$ cat src/rtl/sul_pkg.sv
// shared types and codes for the sorted unique character list
package sul_pkg;

  // operation codes carried in func
  localparam logic [1:0] OP_INSERT   = 2'd0;
  localparam logic [1:0] OP_DELETE   = 2'd1;
  localparam logic [1:0] OP_TRAVERSE = 2'd2;

  // result status codes
  localparam logic [3:0] ST_INS_EMPTY = 4'd0;
  localparam logic [3:0] ST_INS_FRONT = 4'd1;
  localparam logic [3:0] ST_INS_MID   = 4'd2;
  localparam logic [3:0] ST_INS_END   = 4'd3;
  localparam logic [3:0] ST_DUP       = 4'd4;
  localparam logic [3:0] ST_FULL      = 4'd5;
  localparam logic [3:0] ST_DEL_FRONT = 4'd6;
  localparam logic [3:0] ST_DEL_REST  = 4'd7;
  localparam logic [3:0] ST_ABSENT    = 4'd8;
  localparam logic [3:0] ST_EMPTY     = 4'd9;
  localparam logic [3:0] ST_ITEM      = 4'd10;

  // sequencer states
  typedef enum logic [3:0] {
    S_IDLE,
    S_SCAN_RD,
    S_SCAN_CMP,
    S_INS_SH_RD,
    S_INS_SH_WR,
    S_INS_PUT,
    S_DEL_SH_RD,
    S_DEL_SH_WR,
    S_TRAV_RD,
    S_TRAV_OUT,
    S_REPORT
  } state_t;

endpackage

$ cat src/rtl/sul_ram.sv
// generic single write port ram with registered read
module sul_ram #(
  parameter int WIDTH = 8,
  parameter int DEPTH = 16
) (
  input  logic                                   clk,
  input  logic                                   we,
  input  logic [(DEPTH > 1 ? $clog2(DEPTH) : 1)-1:0] waddr,
  input  logic [WIDTH-1:0]                       wdata,
  input  logic [(DEPTH > 1 ? $clog2(DEPTH) : 1)-1:0] raddr,
  output logic [WIDTH-1:0]                       rdata
);

  logic [WIDTH-1:0] mem [DEPTH];

  // write and registered read
  always_ff @(posedge clk) begin
    if (we) begin
      mem[waddr] <= wdata;
    end
    rdata <= mem[raddr];
  end

endmodule

$ cat src/rtl/sorted_unique_char_list_core.sv
// top level: ascending list of distinct signed bytes with insert, delete, traverse
// steps: an empty list is settled at accept; otherwise entries are read and compared
//   in order, then insert shifts later entries up and writes the value, delete shifts
//   later entries down; duplicate/full/absent skip the shift; a stall holds traverse
// throughput: one transaction at a time, ready the cycle after its last result loads
// reset: rst (synchronous) empties the list; ram contents are not cleared
module sorted_unique_char_list_core #(
  parameter int CAPACITY = 16
) (
  input  logic        clk,
  input  logic        rst,
  input  logic        s_tvalid,
  output logic        s_tready,
  input  logic [15:0] s_tdata,   // [1:0] func, [9:2] value, rest zero
  output logic        m_tvalid,
  input  logic        m_tready,
  output logic [15:0] m_tdata,   // [3:0] status, [11:4] item, rest zero
  output logic        m_tlast
);

  localparam int AW = (CAPACITY > 1) ? $clog2(CAPACITY) : 1;
  localparam int CW = $clog2(CAPACITY + 1);
  localparam logic [CW-1:0] CAP = CW'(CAPACITY);
  localparam logic [CW-1:0] ONE = CW'(1);

  sul_pkg::state_t state, state_next;

  logic [1:0]        op;
  logic signed [7:0] val;
  logic [CW-1:0]     idx, idx_next;
  logic [CW-1:0]     pos, pos_next;
  logic [CW-1:0]     count, count_next;
  logic [3:0]        status, status_next;

  logic              ram_we;
  logic [AW-1:0]     ram_waddr;
  logic [7:0]        ram_wdata;
  logic [AW-1:0]     ram_raddr;
  logic [7:0]        ram_rdata;
  logic signed [7:0] rd_val;

  logic              accept;
  logic [1:0]        in_func;
  logic signed [7:0] in_value;
  logic              out_free;
  logic              out_load;
  logic [3:0]        out_status;
  logic [7:0]        out_item;
  logic              out_last;
  logic              idx_is_last;

  assign in_func     = s_tdata[1:0];
  assign in_value    = s_tdata[9:2];
  assign s_tready    = (state == sul_pkg::S_IDLE);
  assign accept      = s_tvalid && s_tready;
  assign out_free    = !m_tvalid || m_tready;
  assign rd_val      = ram_rdata;
  assign idx_is_last = ((idx + ONE) == count);

  // entry storage
  sul_ram #(
    .WIDTH (8),
    .DEPTH (CAPACITY)
  ) u_ram (
    .clk   (clk),
    .we    (ram_we),
    .waddr (ram_waddr),
    .wdata (ram_wdata),
    .raddr (ram_raddr),
    .rdata (ram_rdata)
  );

  // read address follows the sequencer step
  always_comb begin
    case (state)
      sul_pkg::S_INS_SH_RD, sul_pkg::S_INS_SH_WR: ram_raddr = AW'(idx - ONE);
      sul_pkg::S_DEL_SH_RD, sul_pkg::S_DEL_SH_WR: ram_raddr = AW'(idx + ONE);
      default:                                    ram_raddr = AW'(idx);
    endcase
  end

  // next state
  always_comb begin
    state_next = state;
    case (state)
      sul_pkg::S_IDLE: begin
        if (accept) begin
          case (in_func)
            sul_pkg::OP_INSERT:   state_next = (count == '0) ? sul_pkg::S_REPORT
                                                             : sul_pkg::S_SCAN_RD;
            sul_pkg::OP_DELETE:   state_next = (count == '0) ? sul_pkg::S_REPORT
                                                             : sul_pkg::S_SCAN_RD;
            sul_pkg::OP_TRAVERSE: state_next = (count == '0) ? sul_pkg::S_REPORT
                                                             : sul_pkg::S_TRAV_RD;
            default:              state_next = sul_pkg::S_IDLE;
          endcase
        end
      end
      sul_pkg::S_SCAN_RD: state_next = sul_pkg::S_SCAN_CMP;
      sul_pkg::S_SCAN_CMP: begin
        if (op == sul_pkg::OP_INSERT) begin
          if (rd_val < val) begin
            if (idx_is_last) begin
              state_next = (count >= CAP) ? sul_pkg::S_REPORT : sul_pkg::S_INS_SH_RD;
            end else begin
              state_next = sul_pkg::S_SCAN_RD;
            end
          end else if (rd_val == val) begin
            state_next = sul_pkg::S_REPORT;
          end else begin
            state_next = (count >= CAP) ? sul_pkg::S_REPORT : sul_pkg::S_INS_SH_RD;
          end
        end else begin
          if (rd_val == val) begin
            state_next = sul_pkg::S_DEL_SH_RD;
          end else if (idx_is_last) begin
            state_next = sul_pkg::S_REPORT;
          end else begin
            state_next = sul_pkg::S_SCAN_RD;
          end
        end
      end
      sul_pkg::S_INS_SH_RD: begin
        state_next = (idx == pos) ? sul_pkg::S_INS_PUT : sul_pkg::S_INS_SH_WR;
      end
      sul_pkg::S_INS_SH_WR: state_next = sul_pkg::S_INS_SH_RD;
      sul_pkg::S_INS_PUT:   state_next = sul_pkg::S_REPORT;
      sul_pkg::S_DEL_SH_RD: begin
        state_next = ((idx + ONE) >= count) ? sul_pkg::S_REPORT : sul_pkg::S_DEL_SH_WR;
      end
      sul_pkg::S_DEL_SH_WR: state_next = sul_pkg::S_DEL_SH_RD;
      sul_pkg::S_TRAV_RD:   state_next = sul_pkg::S_TRAV_OUT;
      sul_pkg::S_TRAV_OUT: begin
        if (out_free) begin
          state_next = idx_is_last ? sul_pkg::S_IDLE : sul_pkg::S_TRAV_RD;
        end
      end
      sul_pkg::S_REPORT: begin
        if (out_free) begin
          state_next = sul_pkg::S_IDLE;
        end
      end
      default: state_next = sul_pkg::S_IDLE;
    endcase
  end

  // datapath controls and result selection
  always_comb begin
    idx_next    = idx;
    pos_next    = pos;
    count_next  = count;
    status_next = status;
    ram_we      = 1'b0;
    ram_waddr   = AW'(idx);
    ram_wdata   = ram_rdata;
    out_load    = 1'b0;
    out_status  = status;
    out_item    = '0;
    out_last    = 1'b1;
    case (state)
      sul_pkg::S_IDLE: begin
        idx_next = '0;
        if (accept && count == '0) begin
          if (in_func == sul_pkg::OP_INSERT) begin
            ram_we      = 1'b1;
            ram_waddr   = '0;
            ram_wdata   = in_value;
            count_next  = ONE;
            status_next = sul_pkg::ST_INS_EMPTY;
          end else begin
            status_next = sul_pkg::ST_EMPTY;
          end
        end
      end
      sul_pkg::S_SCAN_CMP: begin
        if (op == sul_pkg::OP_INSERT) begin
          if (rd_val < val) begin
            if (idx_is_last) begin
              pos_next    = count;
              idx_next    = count;
              status_next = sul_pkg::ST_FULL;
            end else begin
              idx_next = idx + ONE;
            end
          end else if (rd_val == val) begin
            status_next = sul_pkg::ST_DUP;
          end else begin
            pos_next    = idx;
            idx_next    = count;
            status_next = sul_pkg::ST_FULL;
          end
        end else begin
          if (rd_val == val) begin
            pos_next = idx;
          end else if (idx_is_last) begin
            status_next = sul_pkg::ST_ABSENT;
          end else begin
            idx_next = idx + ONE;
          end
        end
      end
      // move one entry up by one place
      sul_pkg::S_INS_SH_WR: begin
        ram_we    = 1'b1;
        ram_waddr = AW'(idx);
        idx_next  = idx - ONE;
      end
      sul_pkg::S_INS_PUT: begin
        ram_we     = 1'b1;
        ram_waddr  = AW'(pos);
        ram_wdata  = val;
        count_next = count + ONE;
        if (pos == '0) begin
          status_next = sul_pkg::ST_INS_FRONT;
        end else if (pos == count) begin
          status_next = sul_pkg::ST_INS_END;
        end else begin
          status_next = sul_pkg::ST_INS_MID;
        end
      end
      // close the gap left by a removed entry
      sul_pkg::S_DEL_SH_RD: begin
        if ((idx + ONE) >= count) begin
          count_next  = count - ONE;
          status_next = (pos == '0) ? sul_pkg::ST_DEL_FRONT : sul_pkg::ST_DEL_REST;
        end
      end
      sul_pkg::S_DEL_SH_WR: begin
        ram_we    = 1'b1;
        ram_waddr = AW'(idx);
        idx_next  = idx + ONE;
      end
      sul_pkg::S_TRAV_OUT: begin
        out_load   = out_free;
        out_status = sul_pkg::ST_ITEM;
        out_item   = ram_rdata;
        out_last   = idx_is_last;
        if (out_free) begin
          idx_next = idx + ONE;
        end
      end
      sul_pkg::S_REPORT: begin
        out_load = out_free;
      end
      default: begin
      end
    endcase
  end

  // control registers
  always_ff @(posedge clk) begin
    if (rst) begin
      state <= sul_pkg::S_IDLE;
      count <= '0;
    end else begin
      state <= state_next;
      count <= count_next;
    end
  end

  // working registers
  always_ff @(posedge clk) begin
    if (accept) begin
      op  <= in_func;
      val <= in_value;
    end
    idx    <= idx_next;
    pos    <= pos_next;
    status <= status_next;
  end

  // output register
  always_ff @(posedge clk) begin
    if (rst) begin
      m_tvalid <= 1'b0;
    end else if (out_load) begin
      m_tvalid <= 1'b1;
    end else if (m_tready) begin
      m_tvalid <= 1'b0;
    end
  end

  always_ff @(posedge clk) begin
    if (out_load) begin
      m_tdata <= {4'b0, out_item, out_status};
      m_tlast <= out_last;
    end
  end

  // list never grows past its capacity
  assert property (@(posedge clk) disable iff (rst) count <= CAP)
    else $error("fill count above capacity");

  // placing a new entry grows the list by one
  assert property (@(posedge clk) disable iff (rst)
    state == sul_pkg::S_INS_PUT |=> count == $past(count) + ONE)
    else $error("insert did not grow the list");

  // every non-item result is the single, final one of its transaction
  assert property (@(posedge clk) disable iff (rst)
    m_tvalid && m_tdata[3:0] != sul_pkg::ST_ITEM |-> m_tlast)
    else $error("single result without last");

  // traverse of a non-empty list starts reading entries
  assert property (@(posedge clk) disable iff (rst)
    accept && in_func == sul_pkg::OP_TRAVERSE && count != '0
      |=> state == sul_pkg::S_TRAV_RD)
    else $error("traverse did not start");

endmodule
$ cat config.mk
export PLATFORM = sky130hd
export DESIGN_NAME = sorted_unique_char_list_core
export DESIGN_NICKNAME = d
export VERILOG_FILES = /design/src/rtl/sul_pkg.sv /design/src/rtl/sul_ram.sv /design/src/rtl/sorted_unique_char_list_core.sv
export SDC_FILE = /design/constraint.sdc
export NUM_CORES = 1
export LEC_CHECK = 0
export BUFFER_PORTS_ARGS = -buffer_cell sky130_fd_sc_hd__buf_2
export CORE_ASPECT_RATIO = 1.5
export CORE_MARGIN = 1.5
export CORE_UTILIZATION = 63
export CTS_CLUSTER_SIZE = 25
export DETAILED_ROUTE_END_ITERATION = 12
export GPL_TIMING_DRIVEN = 0
export PLACE_DENSITY = 0.88
export SKIP_LAST_GASP = 1
export SLEW_MARGIN = 20
export SYNTH_ARGS = -nofsm -noshare
export SYNTH_HDL_FRONTEND = slang
export SYNTH_SLANG_ARGS = --single-unit
$ cat constraint.sdc
create_clock -name clk -period 5.15 [get_ports clk]
set_input_delay 0.2575 -clock clk [delete_from_list [all_inputs] [get_ports clk]]
set_output_delay 0.2575 -clock clk [all_outputs]
set_load 0.05 [all_outputs]
==> summary.md, run 1 <==
| Metric | Value |
|---|---|
| DP Worst Slack | `1.59 ns` |
| Clk sinks | `183` |
| # port buffers | `27` |
| Post-route ant nets | `0` |
| Drt total wl | `20300 microns` |
| RR Endpoint | `u_ram.mem[1][7]` |
| First-pass GRT wire length | `31100 microns` |
| Die Y | `146 microns` |
| Initial antenna violation count | `0` |
| WHS Path Cells | `1` |
| CTS root buffer | `clkbuf_16` |
| Register area | `5320 sq um` |
| Clock Skew | `0.0180 ns` |
| Largest net degree at the start of global routing | `21` |
| Mapped Avg Cell Area | `14.4 sq um` |
| CTS H-tree depth | `4` |
| GRT overflow | `0` |
| Slew at the pin with the worst max-slew slack | `1.12 ns` |
| HP Start | `s_tdata[4]` |
| Netlist cell types | `69` |
| Max-slew headroom at the worst pin | `25.3%` |
| Ant. Diodes | `0` |
| CORE AREA | `13500 sq um` |
| Number of core rows | `52` |
| Multi-input logic area | `3010 sq um` |
| Synth-to-layout area growth | `11.4%` |
| Placed cell count | `793` |
| Reg2Reg Setup Slack | `1.59 ns` |
| Clk buf depth | `2` |
| TritonCTS Buffers | `17` |
| Fmax achieved | `281 MHz` |
| Initial DRC Count | `366` |
| Fin. max-slew vios | `0` |
| Seq/Total Area, Yosys | `61.6%` |
| Clk_lat worst skew | `0.44 ns` |
| Setup crit start kind | `register` |
| Initial DRT Pass Iterations | `9` |
| Crit path required time | `5.21 ns` |
| Hold Path Sink | `val[2]` |
| FF-to-FF path depth | `9` |
| Layout cells sized above 1 | `17.1%` |
| # setup viols final | `0` |
| Violated checks | `DRC` |
| Most used DFF post-synth | `edfxtp_1` |
| Power Density | `575 nW/um^2` |
| Final routed DRC violation total | `4` |
| RSZ-0062 raised after global routing | `false` |
| CP arrival | `3.62 ns` |
| Synthesized area | `8630 sq um` |
| Worst r2r src | `state[3]` |
| FF+latch count, synth | `183` |
| Fillcell total | `854` |
| Synth warn | `0` |
| Non-filler cells, final | `829` |
| Hold Vio Cnt, Final | `0` |
| CP endpoint kind | `register` |
| Max-cap violations | `0` |
| Post-route setup slack | `1.59 ns` |
| Initial core utilization | `64.1%` |
| Final Cycle Share | `69.0%` |
| GP Congestion | `0.951` |
| Setup bufs post-CTS | `0` |
| Status | `finished, violations left` |
| CTS tree | `built` |
| Vias | `5385` |
| Worst IR Drop VDD | `0.000341 V` |
| Drt via density | `6.50` |
| Final net count | `693` |
| Lkg Pwr | `3.62 nW` |
| Die Area | `14400 sq um` |
| Gate Count Post-Synth | `601` |
| Crit Path Max Fanout | `12` |
| Critical setup path kind | `reg2reg` |
| Setup tns final | `0 ns` |
| Avg WL per Cell | `24.4 microns` |
| Asr flop ratio synth | `0%` |
| Hold Path Class | `in2reg` |
| Vias in the first global route | `5693` |
| Post-DP HPWL | `14100 microns` |
| Final min period | `3.56 ns` |
| Number of flops mapped to enable cells by yosys | `165` |
| Die Wd | `98.6 microns` |
| Total GRT Usage | `29.7%` |
| I/O Pins | `39` |
| Clock slew at reported path FFs | `0.08 ns` |
## cell type report
| class | instances | area share, % |
|---|---|---|
| buffer | 33 | 2.41 |
| clock buffer | 17 | 4.43 |
| clock inverter | 15 | 1.76 |
| inverter | 23 | 0.898 |
| multi-input combinational | 365 | 31.3 |
| sequential | 183 | 55.3 |
| tap | 162 | 2.11 |
| timing repair buffer | 31 | 1.82 |
## sequential cells by signal, indices dropped and copies added (netlist names), 4 cells and up
signal and cells:
state 4, u_ram.mem 128, count 5, status 4
u_ram.rdata 8, idx 5, m_tdata 12, val 8
pos 5
## cell usage in the layout (no fill, tap or decap), types with 12 or more instances in the layout
cell type | netlist | routed
buf_2 | 6 | 33
inv_1 | 23 | 23
nor2_1 | 37 | 37
o21ai_0 | 21 | 21
a21oi_1 | 18 | 18
mux4_1 | 14 | 14
nor2b_1 | 16 | 16
mux2i_1 | 27 | 27
clkbuf_16 | 0 | 17
a22oi_1 | 12 | 12
ha_1 | 18 | 18
mux4_2 | 18 | 18
dfxtp_1 | 18 | 18
edfxtp_1 | 165 | 165
nand2_1 | 49 | 49
and2_1 | 14 | 14
## synth_stat cells, types with 3 or more instances
cell type / instances / area share (%)
edfxtp_1: 165 / 57
nand3_1: 9 / 0.52
o21ai_0: 21 / 1.2
nor2b_1: 16 / 1.2
o211ai_1: 4 / 0.35
o22ai_1: 3 / 0.22
dfxtp_1: 18 / 4.2
a22oi_1: 12 / 1.0
xnor2_1: 9 / 0.91
nor2_1: 37 / 1.6
buf_2: 6 / 0.35
mux4_1: 14 / 4.3
a31oi_1: 7 / 0.51
a221o_1: 3 / 0.35
a21o_1: 8 / 0.70
buf_4: 9 / 0.78
inv_1: 23 / 1.0
ha_1: 18 / 2.6
xor2_1: 11 / 1.1
clkbuf_1: 11 / 0.48
nand2b_1: 7 / 0.51
buf_6: 3 / 0.39
mux2i_1: 27 / 3.1
nand2_1: 49 / 2.1
or2_2: 3 / 0.22
mux4_2: 18 / 4.7
a21oi_1: 18 / 1.0
nor3_1: 7 / 0.41
nor3b_1: 3 / 0.26
and2_1: 14 / 1.0
## power breakdown
| part | switching, mW | internal [mW] |
|---|---|---|
| registers | 0.0979 | 2.01 |
| clock network | 0.658 | 0.658 |
| logic | 1.32 | 0.785 |
## kinds of logic (layout without fill, tap and decap cells)
family	after synthesis	count (layout)	synth area share, %
AOI/OAI and AO/OA	101	101	8.28
xor gates and xnor gates	21	21	2.22
adders and majority gates	19	19	2.84
buffers and inverters	56	119	3.68
DFF	183	183	61.6
muxes	60	60	12.2
other	1	4	0.0435
and+or+nand+nor	160	160	9.12
## what timing repair did
action	CTS	global route
hold endpoints to repair	3	1
hold buffers	3	1
resized for setup	0	0
## layer usage
metal / track usage (%) / up-vias / part of all wire (%)
li1: - / 2397 / -
met1: 32.7 / 2647 / 35
met2: 51.5 / 263 / 53
met3: 5.65 / 78 / 4.8
met4: 20.6 / 0 / 6.7
met5: 0 / - / 0
## worst max path at each step
stage	start	end	slack [ns]	cells after the start
3_3_place_gp	state[3]	u_ram.mem[7][1]	1.77	8
2_1_floorplan	state[3]	u_ram.mem[0][0]	1.67	10
3_5_place_dp	state[3]	u_ram.mem[1][1]	1.59	9
4_1_cts	state[3]	u_ram.mem[15][3]	1.57	8
5_1_grt	state[3]	u_ram.mem[1][7]	1.46	9
6_report	state[3]	u_ram.mem[1][7]	1.59	9
## critical path, stage by stage, from the launching register on
cell     delay (ns)
dfxtp_1        0.31
buf_6          0.14
nor4_2         0.53
and2_1         0.57
and3_1         0.25
buf_4          0.19
a21oi_2        0.07
a21oi_1        0.19
nand3_1        0.24
nor2_1         0.69
## per-stage QoR
stage / total power [mW] / cell area (sq um) / util, % / hold slack, ns
floorplan: 3.61 / 8640 / - / 0.356
global placement: 4.09 / 8980 / 66.7 / 0.451
detailed placement: 4.18 / 8980 / 66.7 / 0.455
CTS: 5.51 / 9600 / 71.3 / 0.00107
global route: 5.74 / 9610 / 71.4 / 0.0113
finish: 5.52 / 9610 / 71.4 / 0.0211
Power figures use the tool's default switching activity.
==> inputs of run 2 (changes only) <==
--- a/config.mk
+++ b/config.mk
@@ -8,11 +8,11 @@
 export BUFFER_PORTS_ARGS = -buffer_cell sky130_fd_sc_hd__buf_2
 export CORE_ASPECT_RATIO = 1.5
 export CORE_MARGIN = 1.5
-export CORE_UTILIZATION = 63
+export CORE_UTILIZATION = 56
 export CTS_CLUSTER_SIZE = 25
 export DETAILED_ROUTE_END_ITERATION = 12
 export GPL_TIMING_DRIVEN = 0
-export PLACE_DENSITY = 0.88
+export PLACE_DENSITY = 0.83
 export SKIP_LAST_GASP = 1
 export SLEW_MARGIN = 20
 export SYNTH_ARGS = -nofsm -noshare
==> constraint.sdc (replaced) <==
create_clock -name clk -period 3.2 [get_ports clk]
set_input_delay 0.16 -clock clk [delete_from_list [all_inputs] [get_ports clk]]
set_output_delay 0.16 -clock clk [all_outputs]
set_load 0.05 [all_outputs]
==> summary.md, run 2 (synthesis gave the netlist of run 1 again) <==
| Metric | Value |
|---|---|
| Status | `finished, violations left (unchanged)` |
| Violated checks | `setup timing (was DRC)` |
| Final min period | `3.22 ns (was 3.56 ns)` |
| Setup tns final | `-0.150 ns (was 0 ns)` |
| Crit Path Max Fanout | `12 (unchanged)` |
| Slew at the pin with the worst max-slew slack | `1.15 ns (was 1.12 ns)` |
| CP endpoint | `u_ram.mem[8][2] (was u_ram.mem[1][7])` |
| CORE AREA | `15100 sq um (was 13500 sq um)` |
| Most flop-heavy register | `u_ram.mem (unchanged)` |
| GRT overflow | `0 (unchanged)` |
| Clk buf depth | `2 (unchanged)` |
| Largest delay share family, worst path | `simple AND/OR/NAND/NOR gates (unchanged)` |
| Worst path slowest cell | `nor2_1 (unchanged)` |
| Clk sinks | `183 (unchanged)` |
| RR Endpoint | `u_ram.mem[8][2] (was u_ram.mem[1][7])` |
| Initial DRT Pass Iterations | `5 (was 9)` |
| Fmax achieved | `311 MHz (was 281 MHz)` |
| Buf+Inv Stages, Crit Path | `2 (unchanged)` |
| Synth-to-layout area growth | `14.4% (was 11.4%)` |
| Placed cell count | `830 (was 793)` |
| Setup crit start kind | `register (unchanged)` |
| Crit path depth | `9 (unchanged)` |
| CP endpoint kind | `register (unchanged)` |
| GP Congestion | `0.946 (was 0.951)` |
| Worst r2r src | `state[3] (unchanged)` |
| Die Wd | `104 microns (was 98.6 microns)` |
| # setup viols final | `16 (was 0)` |
| # port buffers | `27 (unchanged)` |
| Worst IR Drop VDD | `0.000529 V (was 0.000341 V)` |
| TritonCTS Buffers | `17 (unchanged)` |
| FF-to-FF path depth | `9 (unchanged)` |
| Largest regs | `u_ram.mem: 128 flops, m_tdata: 12 flops (unchanged)` |
| Commonest non-fill, non-tap cell in the layout | `edfxtp_1 (unchanged)` |
| Slowest stage delay, CP | `0.61 ns (was 0.69 ns)` |
| Worst path cell trace | `buf_6, nor4_4, and2_2, and3_1, buf_4, a21oi_2, a21oi_1, nand3_1, nor2_1 (was buf_6, nor4_2, and2_1, and3_1, buf_4, a21oi_2, a21oi_1, nand3_1, nor2_1)` |
| Final routed DRC violation total | `0 (was 4)` |
| Clk_lat worst skew | `0.44 ns (about the same)` |
| Initial DRC Count | `364 (was 366)` |
| Post-DP HPWL | `14200 microns (was 14100 microns)` |
| Post-route cell area | `9870 sq um (was 9610 sq um)` |
| Vias in the first global route | `5567 (was 5693)` |
| Hold Vio Cnt, Final | `0 (unchanged)` |
| Vias | `5311 (was 5385)` |
| Max-slew headroom at the worst pin | `22.5% (was 25.3%)` |
| Crit path required time | `3.26 ns (was 5.21 ns)` |
| Layout cells sized above 1 | `21.1% (was 17.1%)` |
| CTS root buffer | `clkbuf_16 (unchanged)` |
| Non-filler cells, final | `872 (was 829)` |
| DP Area | `9030 sq um (was 8980 sq um)` |
| CP startpoint | `state[3] (unchanged)` |
| Ant. Diodes | `0 (unchanged)` |
| Total GRT Usage | `25.5% (was 29.7%)` |
| Post-route setup slack | `-0.0189 ns (was 1.59 ns)` |
| Clock slew at reported path FFs | `0.08 ns (about the same)` |
| Avg WL per Cell | `22.6 microns (was 24.4 microns)` |
| Die Area | `16200 sq um (was 14400 sq um)` |
| CP arrival | `3.28 ns (was 3.62 ns)` |
| HP Start | `rst (was s_tdata[4])` |
| Power Density | `922 nW/um^2 (was 575 nW/um^2)` |
| Hold Path Class | `in2reg (unchanged)` |
| Drt total wl | `19700 microns (was 20300 microns)` |
| Fin. max-slew vios | `0 (unchanged)` |
| Post-route ant nets | `0 (unchanged)` |
| Initial core utilization | `57.3% (was 64.1%)` |
| I/O Pins | `39 (unchanged)` |
| Lkg Pwr | `3.65 nW (was 3.62 nW)` |
| Initial antenna violation count | `0 (unchanged)` |
| Drt via density | `6.09 (was 6.50)` |
| Max-cap violations | `0 (unchanged)` |
| PnR Total Power | `9.10 mW (was 5.52 mW)` |
| Critical setup path kind | `reg2reg (unchanged)` |
| Final Cycle Share | `101% (was 69.0%)` |
| Clock Skew | `0.0184 ns (was 0.0180 ns)` |
| Final net count | `699 (was 693)` |
| Fin util | `65.5% (was 71.4%)` |
| First-pass GRT wire length | `30600 microns (was 31100 microns)` |
| CTS H-tree depth | `4 (unchanged)` |
| Number of core rows | `55 (was 52)` |
| Most frequent cells in the layout | `edfxtp_1 (165), nand2_1 (49), buf_2 (31) (was edfxtp_1 (165), nand2_1 (49), nor2_1 (37))` |
| RSZ-0062 raised after global routing | `true (was false)` |
| Largest net degree at the start of global routing | `20 (was 21)` |
| Max FFs per register | `128 (unchanged)` |
| CTS tree | `built (unchanged)` |
| Reg2Reg Setup Slack | `-0.02 ns (was 1.59 ns)` |
| Die Y | `155 microns (was 146 microns)` |
## run 2: layout make-up
class | instances | area (sq um)
plain buffers | 32 | 239
clock buffers | 18 | 429
clock inverters | 14 | 184
fillers | 1017 | 5200
inverters | 23 | 86.3
multi-input cells | 365 | 3120
flip-flops and latches | 183 | 5320
well taps | 199 | 249
repair buffers | 38 | 246
## run 2: per-layer routing
layer	share of wire (%)	up-vias	wire, microns	GRT usage [%]
met1	36	2607	7080	28.1
met5	0	-	0	0
met4	6.7	0	1320	19.0
met3	4.5	77	889	3.81
met2	53	223	10500	44.5
li1	-	2404	-	-
## run 2: repair_timing
action,in CTS,in global routing
endpoints found under the setup margin,144,128
pin swaps,0,0
gates resized for setup,17,20
endpoints found under the hold margin,10,0
hold buffers,10,0
buffers inserted,1,0
## run 2: how the worst min path moves through the flow
| stage | slack (ns) | to | cells after the start |
|---|---|---|---|
| global route | 0.13 | count[3] | 2 |
| detailed placement | 0.35 | val[2] | 1 |
| global placement | 0.35 | val[2] | 1 |
| finish | 0.1 | count[3] | 2 |
| CTS | 0.09 | count[3] | 2 |
| floorplan | 0.26 | op[0] | 0 |
## run 2: power breakdown
| part | total (mW) | switching, mW | internal [mW] |
|---|---|---|---|
| Sequential | 3.42 | 0.191 | 3.23 |
| Combinational | 3.54 | 2.16 | 1.38 |
| Clock | 2.13 | 1.00 | 1.13 |
## run 2: metrics by stage
step	setup slack (ns)	hold WS (ns)
after floorplan	0.112	0.259
after global placement	-0.202	0.353
after detailed placement	-0.317	0.353
after CTS	0.0243	0.0900
after global routing	-0.177	0.128
final	-0.0189	0.0997
==> inputs of run 3 (changes only) <==
--- a/config.mk
+++ b/config.mk
@@ -13,7 +13,6 @@
 export DETAILED_ROUTE_END_ITERATION = 12
 export GPL_TIMING_DRIVEN = 0
 export PLACE_DENSITY = 0.83
-export SKIP_LAST_GASP = 1
 export SLEW_MARGIN = 20
 export SYNTH_ARGS = -nofsm -noshare
 export SYNTH_HDL_FRONTEND = slang
==> summary.md, run 3 (synthesis gave the netlist of run 1 again) <==
| Metric | Value |
|---|---|
| Number of core rows | `55 (unchanged)` |
| Post-route setup slack | `-0.0171 ns (was -0.0189 ns)` |
| Synth-to-layout area growth | `14.5% (was 14.4%)` |
| Hold Path Class | `in2reg (unchanged)` |
| CTS tree | `built (unchanged)` |
| CP endpoint kind | `register (unchanged)` |
| Post-route ant nets | `0 (unchanged)` |
| Fin. max-slew vios | `0 (unchanged)` |
| Clock Skew | `0.0155 ns (was 0.0184 ns)` |
| Layout cells sized above 1 | `21.1% (unchanged)` |
| Largest delay share family, worst path | `simple AND/OR/NAND/NOR gates (unchanged)` |
| HP Start | `rst (unchanged)` |
| Final net count | `699 (unchanged)` |
| Most frequent cells in the layout | `edfxtp_1 (165), nand2_1 (49), buf_2 (31) (unchanged)` |
| Fmax achieved | `311 MHz (about the same)` |
| Clock slew at reported path FFs | `0.08 ns (about the same)` |
| Initial DRC Count | `330 (was 364)` |
| Die Y | `155 microns (unchanged)` |
| Power Density | `922 nW/um^2 (about the same)` |
| Drt total wl | `19800 microns (was 19700 microns)` |
| Drt via density | `6.11 (was 6.09)` |
| Violated checks | `setup timing (unchanged)` |
| Lkg Pwr | `3.65 nW (about the same)` |
| Most flop-heavy register | `u_ram.mem (unchanged)` |
| Max-slew headroom at the worst pin | `24.2% (was 22.5%)` |
| GP Congestion | `0.946 (unchanged)` |
| Vias | `5328 (was 5311)` |
| First-pass GRT wire length | `30600 microns (unchanged)` |
| CP startpoint | `state[3] (unchanged)` |
| Initial DRT Pass Iterations | `4 (was 5)` |
| Clk buf depth | `2 (unchanged)` |
| Buf+Inv Stages, Crit Path | `2 (unchanged)` |
| Largest net degree at the start of global routing | `20 (unchanged)` |
| Commonest non-fill, non-tap cell in the layout | `edfxtp_1 (unchanged)` |
| Die Area | `16200 sq um (unchanged)` |
| RSZ-0062 raised after global routing | `true (unchanged)` |
| CORE AREA | `15100 sq um (unchanged)` |
| Critical setup path kind | `reg2reg (unchanged)` |
| Vias in the first global route | `5567 (unchanged)` |
| Avg WL per Cell | `22.7 microns (was 22.6 microns)` |
| Worst IR Drop VDD | `0.000531 V (was 0.000529 V)` |
| GRT overflow | `0 (unchanged)` |
| Final routed DRC violation total | `0 (unchanged)` |
| Max FFs per register | `128 (unchanged)` |
| Setup crit start kind | `register (unchanged)` |
| Slew at the pin with the worst max-slew slack | `1.13 ns (was 1.15 ns)` |
| Initial antenna violation count | `0 (unchanged)` |
| # port buffers | `27 (unchanged)` |
| Status | `finished, violations left (unchanged)` |
| TritonCTS Buffers | `17 (unchanged)` |
| Final Cycle Share | `101% (about the same)` |
| WHS | `0.0991 ns (was 0.0997 ns)` |
| Reg2Reg Setup Slack | `-0.02 ns (about the same)` |
| Worst r2r src | `state[3] (unchanged)` |
| Slowest stage delay, CP | `0.62 ns (was 0.61 ns)` |
| Worst path slowest cell | `nor2_1 (unchanged)` |
| Non-filler cells, final | `872 (unchanged)` |
| Post-DP HPWL | `14200 microns (unchanged)` |
| Max-cap violations | `0 (unchanged)` |
| CP arrival | `3.28 ns (about the same)` |
| CTS root buffer | `clkbuf_16 (unchanged)` |
| I/O Pins | `39 (unchanged)` |
| Die Wd | `104 microns (unchanged)` |
| Clk_lat worst skew | `0.44 ns (about the same)` |
| Final min period | `3.22 ns (about the same)` |
| Ant. Diodes | `0 (unchanged)` |
| Total GRT Usage | `25.5% (unchanged)` |
| Initial core utilization | `57.3% (unchanged)` |
| Clk sinks | `183 (unchanged)` |
| CTS H-tree depth | `4 (unchanged)` |
| Worst path cell trace | `buf_6, nor4_4, and2_2, and3_1, buf_4, a21oi_2, a21oi_1, nand3_1, nor2_1 (unchanged)` |
| Crit Path Max Fanout | `12 (unchanged)` |
| Placed cell count | `830 (unchanged)` |
| Largest regs | `u_ram.mem: 128 flops, m_tdata: 12 flops (unchanged)` |
| Hold Vio Cnt, Final | `0 (unchanged)` |
| Crit path required time | `3.26 ns (about the same)` |
| # setup viols final | `16 (unchanged)` |
-- run 3: cell counts in the layout (fill, tap and decap cells not counted) --
No cell type changed its count.
-- run 3: worst paths after layout --
kind | cells after the start | end
setup reg to reg | 9 | u_ram.mem[8][3]
setup / recovery | 9 | u_ram.mem[8][3]
hold / removal | 2 | count[3]
hold reg to reg | 1 | m_tdata[1]
-- run 3: where the power goes --
group / total (mW) / internal [mW] / switching [mW] / leakage, nW
combinational: 3.55 / 1.38 / 2.18 / 1.71
sequential: 3.42 / 3.23 / 0.192 / 1.65
clock: 2.14 / 1.13 / 1.01 / 0.292
total: 9.11 / 5.74 / 3.37 / 3.65
-- run 3: layout make-up --
cell class / instances / area (sq um)
buffer: 32 / 239
clock buffer: 18 / 429
timing repair buffer: 38 / 246
inverter: 23 / 86.3
sequential: 183 / 5320
clock inverter: 14 / 184
fill: 1016 / 5190
tap: 199 / 249
multi-input combinational: 365 / 3130
-- run 3: metrics by stage --
stage | power, mW | setup TNS [ns] | instance area, sq um | setup WS [ns] | utilization, %
global route | 9.48 | -3.80 | 9880 | -0.174 | 65.6
CTS | 9.02 | 0 | 9810 | 0.0243 | 65.1
global placement | 6.60 | -6.59 | 9030 | -0.202 | 59.9
floorplan | 5.83 | 0 | 8650 | 0.112 | -
finish | 9.11 | -0.178 | 9880 | -0.0171 | 65.6
detailed placement | 6.78 | -16.87 | 9030 | -0.317 | 59.9
-- run 3: timing repair --
item / in CTS / in global routing
resized for setup: 17 / 22
buffers inserted: 1 / 0
hold buffers: 10 / 0
setup endpoints to repair: 144 / 128
hold endpoints to repair: 10 / 0
cloned: 0 / 0
-- run 3: metal layers --
| layer | vias up | wire length [microns] | GRT usage [%] |
|---|---|---|---|
| met5 | - | 0 | 0 |
| met2 | 218 | 10500 | 44.5 |
| met3 | 80 | 881 | 3.81 |
| met1 | 2624 | 7070 | 28.1 |
| li1 | 2406 | - | - |
| met4 | 0 | 1360 | 19.0 |
